### src/sv/logit_penalty_argmax_picker_assert.svh
// Assertion macros for the picker RTL
`ifndef LOGIT_PENALTY_ARGMAX_PICKER_ASSERT_SVH
`define LOGIT_PENALTY_ARGMAX_PICKER_ASSERT_SVH

// condition must hold at every clock edge out of reset
`define LPAP_ASSERT_ALWAYS(label, clk, rst, cond, msg) \
   label: assert property (@(posedge clk) disable iff (rst) (cond)) else $error(msg);

// consequence must hold in the same cycle as the antecedent
`define LPAP_ASSERT_IMP(label, clk, rst, ante, cons, msg) \
   label: assert property (@(posedge clk) disable iff (rst) (ante) |-> (cons)) \
      else $error(msg);

// consequence must hold in the cycle after the antecedent
`define LPAP_ASSERT_NXT(label, clk, rst, ante, cons, msg) \
   label: assert property (@(posedge clk) disable iff (rst) (ante) |=> (cons)) \
      else $error(msg);

`endif

### src/sv/lpap_pkg.sv
// Types, constants and helpers shared by the picker modules
package lpap_pkg;

   localparam int ID_W       = 23;
   localparam int HENT_W     = 24;
   localparam int LOGIT_W    = 32;
   localparam int CSR_IDX_W  = 3;
   localparam int CSR_DATA_W = 32;

   localparam logic [CSR_IDX_W-1:0] CSR_TRACE_STRENGTH = 3'd0;
   localparam logic [CSR_IDX_W-1:0] CSR_TRACE_WINDOW   = 3'd1;
   localparam logic [CSR_IDX_W-1:0] CSR_TRACE_DECAY    = 3'd2;
   localparam logic [CSR_IDX_W-1:0] CSR_REPEAT_PENALTY = 3'd3;
   localparam logic [CSR_IDX_W-1:0] CSR_NGRAM_SIZE     = 3'd4;

   localparam logic [1:0] STAT_OK      = 2'd0;
   localparam logic [1:0] STAT_EMPTY   = 2'd1;
   localparam logic [1:0] STAT_DROPPED = 2'd2;

   localparam logic [ID_W-1:0] ID_LIMIT   = 23'd8000000;
   localparam logic [31:0]     WT_ONE     = 32'd65536;
   localparam logic [23:0]     RP_ONE     = 24'd65536;
   localparam logic [17:0]     DECAY_ONE  = 18'd65536;

   typedef enum logic [4:0] {
      S_LOAD, S_CHECK, S_CLR,
      S_TR_INIT, S_TR_RD, S_TR_MUL, S_TR_UPD,
      S_PN_INIT, S_PN_RD, S_PN_CHK, S_PN_MUL, S_PN_DIV, S_PN_WR,
      S_NG_INIT, S_NG_CMP_RD, S_NG_CMP, S_NG_NX_RD, S_NG_NX, S_NG_ADV,
      S_AM_INIT, S_AM, S_AM_END, S_OUT
   } lpap_state_type;

   typedef enum logic [4:0] {
      OP_LOAD, OP_CLR_INIT, OP_CLR,
      OP_TR_INIT, OP_TR_RD, OP_TR_MUL, OP_TR_UPD,
      OP_PN_INIT, OP_PN_RD, OP_PN_CHK, OP_PN_MUL, OP_PN_DIV, OP_PN_WR,
      OP_NG_INIT, OP_NG_CMP_RD, OP_NG_CMP, OP_NG_NX_RD, OP_NG_NX, OP_NG_ADV,
      OP_AM_INIT, OP_AM, OP_AM_END, OP_OUT
   } lpap_op_type;

   typedef struct packed {
      lpap_op_type op;
   } lpap_cmd_type;

   typedef struct packed {
      logic last_in;
      logic empty;
      logic clr_last;
      logic tr_en;
      logic tr_last;
      logic pn_en;
      logic pn_last;
      logic pn_skip;
      logic pn_pos;
      logic div_done;
      logic ng_en;
      logic ng_p0;
      logic ng_miss;
      logic ng_k_last;
      logic ng_i_last;
      logic am_last;
      logic out_free;
   } lpap_stat_type;

   function automatic logic [31:0] sat32(input logic signed [64:0] x);
      logic [31:0] r;
      if (x > 65'sd2147483647) r = 32'h7FFF_FFFF;
      else if (x < -65'sd2147483648) r = 32'h8000_0000;
      else r = x[31:0];
      return r;
   endfunction

endpackage

### src/sv/lpap_ctrl.sv
// Sequencer for load, clear, trace, penalty, n-gram ban and argmax phases
module lpap_ctrl import lpap_pkg::*; (
   input  logic          clock,
   input  logic          reset,
   input  lpap_stat_type stat,
   output lpap_cmd_type  cmd
);
   lpap_state_type state_ff, state_in;

   always_ff @(posedge clock) begin
      if (reset) state_ff <= S_LOAD;
      else state_ff <= state_in;
   end

   always_comb begin
      state_in = state_ff;
      unique case (state_ff)
         S_LOAD:      if (stat.last_in) state_in = S_CHECK;
         S_CHECK:     state_in = stat.empty ? S_OUT : S_CLR;
         S_CLR:       if (stat.clr_last) state_in = S_TR_INIT;
         S_TR_INIT:   state_in = stat.tr_en ? S_TR_RD : S_PN_INIT;
         S_TR_RD:     state_in = S_TR_MUL;
         S_TR_MUL:    state_in = S_TR_UPD;
         S_TR_UPD:    state_in = stat.tr_last ? S_PN_INIT : S_TR_RD;
         S_PN_INIT:   state_in = stat.pn_en ? S_PN_RD : S_NG_INIT;
         S_PN_RD:     state_in = S_PN_CHK;
         S_PN_CHK:    state_in = S_PN_MUL;
         S_PN_MUL: begin
            if (stat.pn_skip) state_in = stat.pn_last ? S_NG_INIT : S_PN_RD;
            else state_in = stat.pn_pos ? S_PN_DIV : S_PN_WR;
         end
         S_PN_DIV:    if (stat.div_done) state_in = S_PN_WR;
         S_PN_WR:     state_in = stat.pn_last ? S_NG_INIT : S_PN_RD;
         S_NG_INIT: begin
            if (!stat.ng_en) state_in = S_AM_INIT;
            else state_in = stat.ng_p0 ? S_NG_NX_RD : S_NG_CMP_RD;
         end
         S_NG_CMP_RD: state_in = S_NG_CMP;
         S_NG_CMP: begin
            if (stat.ng_miss) state_in = S_NG_ADV;
            else state_in = stat.ng_k_last ? S_NG_NX_RD : S_NG_CMP_RD;
         end
         S_NG_NX_RD:  state_in = S_NG_NX;
         S_NG_NX:     state_in = S_NG_ADV;
         S_NG_ADV: begin
            if (stat.ng_i_last) state_in = S_AM_INIT;
            else state_in = stat.ng_p0 ? S_NG_NX_RD : S_NG_CMP_RD;
         end
         S_AM_INIT:   state_in = S_AM;
         S_AM:        if (stat.am_last) state_in = S_AM_END;
         S_AM_END:    state_in = S_OUT;
         S_OUT:       if (stat.out_free) state_in = S_LOAD;
         default:     state_in = S_LOAD;
      endcase
   end

   always_comb begin
      unique case (state_ff)
         S_LOAD:      cmd.op = OP_LOAD;
         S_CHECK:     cmd.op = OP_CLR_INIT;
         S_CLR:       cmd.op = OP_CLR;
         S_TR_INIT:   cmd.op = OP_TR_INIT;
         S_TR_RD:     cmd.op = OP_TR_RD;
         S_TR_MUL:    cmd.op = OP_TR_MUL;
         S_TR_UPD:    cmd.op = OP_TR_UPD;
         S_PN_INIT:   cmd.op = OP_PN_INIT;
         S_PN_RD:     cmd.op = OP_PN_RD;
         S_PN_CHK:    cmd.op = OP_PN_CHK;
         S_PN_MUL:    cmd.op = OP_PN_MUL;
         S_PN_DIV:    cmd.op = OP_PN_DIV;
         S_PN_WR:     cmd.op = OP_PN_WR;
         S_NG_INIT:   cmd.op = OP_NG_INIT;
         S_NG_CMP_RD: cmd.op = OP_NG_CMP_RD;
         S_NG_CMP:    cmd.op = OP_NG_CMP;
         S_NG_NX_RD:  cmd.op = OP_NG_NX_RD;
         S_NG_NX:     cmd.op = OP_NG_NX;
         S_NG_ADV:    cmd.op = OP_NG_ADV;
         S_AM_INIT:   cmd.op = OP_AM_INIT;
         S_AM:        cmd.op = OP_AM;
         S_AM_END:    cmd.op = OP_AM_END;
         S_OUT:       cmd.op = OP_OUT;
         default:     cmd.op = OP_LOAD;
      endcase
   end
endmodule

### config.mk
export PLATFORM = sky130hd
export DESIGN_NAME = lpap_ctrl
export DESIGN_NICKNAME = d
export VERILOG_FILES = /design/src/sv/logit_penalty_argmax_picker_assert.svh /design/src/sv/lpap_pkg.sv /design/src/sv/lpap_ctrl.sv
export SDC_FILE = /design/constraint.sdc
export NUM_CORES = 1
export LEC_CHECK = 0
export BUFFER_PORTS_ARGS = -buffer_cell sky130_fd_sc_hd__buf_2
export CORE_ASPECT_RATIO = 1.2
export CORE_MARGIN = 2
export CORE_UTILIZATION = 40
export DETAILED_ROUTE_END_ITERATION = 7
export PLACE_DENSITY = 0.64
export SLEW_MARGIN = 10
export SYNTH_ARGS = -nofsm -noshare
export SYNTH_HDL_FRONTEND = slang
export SYNTH_SLANG_ARGS = --single-unit
export TNS_END_PERCENT = 5
### constraint.sdc
create_clock -name clock -period 1.9 [get_ports clock]
set_clock_uncertainty 0.05 [all_clocks]
set_input_delay 0.285 -clock clock [delete_from_list [all_inputs] [get_ports clock]]
set_output_delay 0.285 -clock clock [all_outputs]
set_load 0.05 [all_outputs]
==> flow_metrics.env <==
export IMPL_crit_slowest_cell="dfxtp_1"
export IMPL_slew_limit_headroom=0.750
export IMPL_cp_start_kind="flip-flop"
export IMPL_internal_power_w=0.000710
export IMPL_crit_chain="inv_1, o21ai_0, o21ai_1, a2111oi_2, o21ai_1"
export IMPL_io_buffers=23
export IMPL_core_area_mm2=0.00200
export IMPL_synth_simple_area_share=0.308
export IMPL_power_density_mw_per_mm2=1290
export IMPL_max_stage_delay_ns=0.54
export IMPL_vias=930
export IMPL_cts_sinks=10
export IMPL_syn_avg_cell_area_um2=7.36
export IMPL_cpMostUsedCell="o21ai_1"
export IMPL_numPlacedInstances=157
export IMPL_syn_inst=112
export IMPL_first_global_vias=874
export IMPL_finalCritPeriodShare=0.921
export IMPL_areaGrowthSynthToFinish_pct=24.4
export IMPL_yosys_area_share_xor_xnor=0.0106
export IMPL_final_cells=161
export IMPL_ys_seq_area_frac=0.243
export IMPL_cp_end_kind="flip-flop"
export IMPL_criticalPathCategory="reg -> reg"
export IMPL_routedWlPerCell_um=13.1
export IMPL_power_switching_w=0.000619
export IMPL_finalSetupTns_ns=0
export IMPL_ios=24
export IMPL_dieArea_mm2=0.00244
export IMPL_path_delay_family="compound AO/OA/AOI/OAI gates"
export IMPL_combPwrFrac=0.534
export IMPL_synth_most_common_cell="o21ai_0"
export IMPL_synthMuxAreaShare=0.0243
export IMPL_synth_edf_count=0
export IMPL_async_reset_ff_frac=0
export IMPL_clock_path_buffers=2
export IMPL_antenna_cells=0
export IMPL_cts_buffers=3
export IMPL_synthAdderAreaFrac=0
export IMPL_hold_start="reset"
export IMPL_cp_data_arrival_time_ns=1.85
export IMPL_drive_above_1_share=0.340
export IMPL_reg2reg_from="state_ff[3]$_SDFFE_PP0N_"
export IMPL_synth_top_family_by_area="compound AO/OA/AOI/OAI gates"
export IMPL_cts_tree="built"
export IMPL_syn_nets=131
export IMPL_cp_num_buf_inv=1
export IMPL_drt_iter0_markers=32
export IMPL_cts_root_buf="clkbuf_4"
export IMPL_max_cap_violations=0
export IMPL_cts_setup_buffers=0
export IMPL_hold_violations=0
export IMPL_yosys_most_used_dff="dfxtp_1"
export IMPL_syn_area_um2=825
export IMPL_routed_via_density=5.78
export IMPL_rows=18
export IMPL_track_usage=0.194
export IMPL_synth_seq_cells=10
export IMPL_path_max_fanout=10
export IMPL_clkTransAtPathRegs_ns=0.07
export IMPL_worstSetupStartpoint="state_ff[3]$_SDFFE_PP0N_"
export IMPL_synth_compound_area_frac=0.320
export IMPL_initial_core_util=0.411
export IMPL_yosysTopAreaCellShare=0.243
export IMPL_gp_congestion=0.871
export IMPL_required_ns=2.00
export IMPL_yosys_warnings=0
export IMPL_synth_area_leaders="dfxtp_1 (24%), o21ai_0 (7.9%), nor2_1 (4.6%), nand3_1 (3.6%), buf_4 (3.6%)"
export IMPL_fmax_mhz=571
export IMPL_antenna_found_initial=0
export IMPL_synth_top_area_cell="dfxtp_1"
export IMPL_tightest_slew_ns=0.374
export IMPL_period_minus_slack_ns=1.75
export IMPL_grt_setup_unrepaired="false"
export IMPL_firstDrtPassIters=4
export IMPL_sw_frac_of_total=0.466
export IMPL_die_width_um=45.4
export IMPL_detail_route_antenna_nets=0
export IMPL_grt_max_degree=18
export IMPL_grt_first_pass_wirelength_um=3530
export IMPL_pwr_share_clk=0.147
export IMPL_nets=161
export IMPL_synthTopCellsByCount="o21ai_0 (13), dfxtp_1 (10), nor2_1 (10)"
export IMPL_leakage_nw=0.452
export IMPL_dieHeight_um=53.7
export IMPL_drv_slew=0
export IMPL_grt_ovfl_total=0
export IMPL_ir_worst_vdd_mv=0.709
export IMPL_setup_viol=0
export IMPL_pwr_share_seq=0.320
export IMPL_clock_latency_ns=0.27
export IMPL_hold_class="in -> reg"
export IMPL_drt_total_wl_um=2110
export IMPL_status="finished, final reports clean"
export IMPL_synth_distinct_cells=40
export IMPL_dp_hpwl_um=1580
export IMPL_drc_errors=0
export IMPL_h_tree_depth=1
-- metrics by stage --
step	instance area (um2)	setup slack [ns]	util	power [W]	hold WS [ns]
4_1_cts	1020	0.0704	0.509	0.00132	0.243
3_5_place_dp	985	0.0918	0.491	0.00112	0.521
2_1_floorplan	825	0.476	-	0.000937	0.474
5_1_grt	1030	0.0494	0.512	0.00143	0.240
6_report	1030	0.149	0.512	0.00133	0.232
3_3_place_gp	985	0.142	0.491	0.00111	0.520
-- state kept, by name (all words and copies together), names as in the netlist --
| register | flops |
|---|---|
| cmd | 5 |
| state_ff | 5 |
-- path summary, 6_finish.rpt --
path,to,slack (ns),cells after the start
max,state_ff[1]$_SDFFE_PP0N_,0.15,5
min,state_ff[2]$_SDFFE_PP0N_,0.23,2
max reg2reg,state_ff[1]$_SDFFE_PP0N_,0.15,5
min reg2reg,state_ff[4]$_SDFFE_PP0N_,0.59,2
-- power groups by stage --
stage,logic [W],clock network (W),registers [W]
3_5_place_dp,0.000707,0,0.000417
2_1_floorplan,0.000502,0,0.000435
3_3_place_gp,0.000701,0,0.000411
4_1_cts,0.000711,0.000196,0.000412
6_report,0.000709,0.000195,0.000425
5_1_grt,0.000784,0.000207,0.000438
-- cell type report --
class / instances / area, um2
fillers: 203 / 978
multi-input cells: 88 / 547
flip-flops and latches: 10 / 205
repair buffers: 33 / 190
clock buffers: 4 / 36.3
well taps: 20 / 25.0
inverters: 6 / 22.5
-- logic make-up (layout without fill, tap and decap cells) --
logic type	count (synthesis)	after routing
buffers and inverters	14	43
XOR/XNOR	1	1
AO/OA/AOI/OAI	40	40
flip-flops	10	10
multiplexers	2	2
AND/OR/NAND/NOR	45	45
-- layer usage --
metal,share of wire,track usage,routed length [um],vias up
li1,-,-,-,470
met1,0.46,0.239,969,427
met2,0.49,0.333,1040,31
met3,0.042,0.0302,89,2
met4,0.0057,0.0686,12,0
met5,0,0,0,-
-- timing repair --
| action | in CTS | in global routing |
|---|---|---|
| gates resized for setup | 0 | 4 |
| endpoints found under the setup margin | 0 | 6 |
| hold buffers | 0 | 0 |
-- placed cells by master (no fill, tap or decap), types with 2 or more instances in the layout --
cell and count:
a21oi_1 5, a311oi_1 2, a31oi_1 3, buf_2 23, buf_4 10, clkbuf_4 3
dfxtp_1 6, dfxtp_2 4, inv_1 6, mux2i_1 2, nand2_1 8, nand2b_1 3
nand3_1 6, nor2_1 10, nor2b_1 3, nor3_1 3, nor3b_1 2, o211ai_1 2
o21ai_0 13, o21ai_1 5, o2bb2ai_1 2
(Power assumes the default switching activity.)
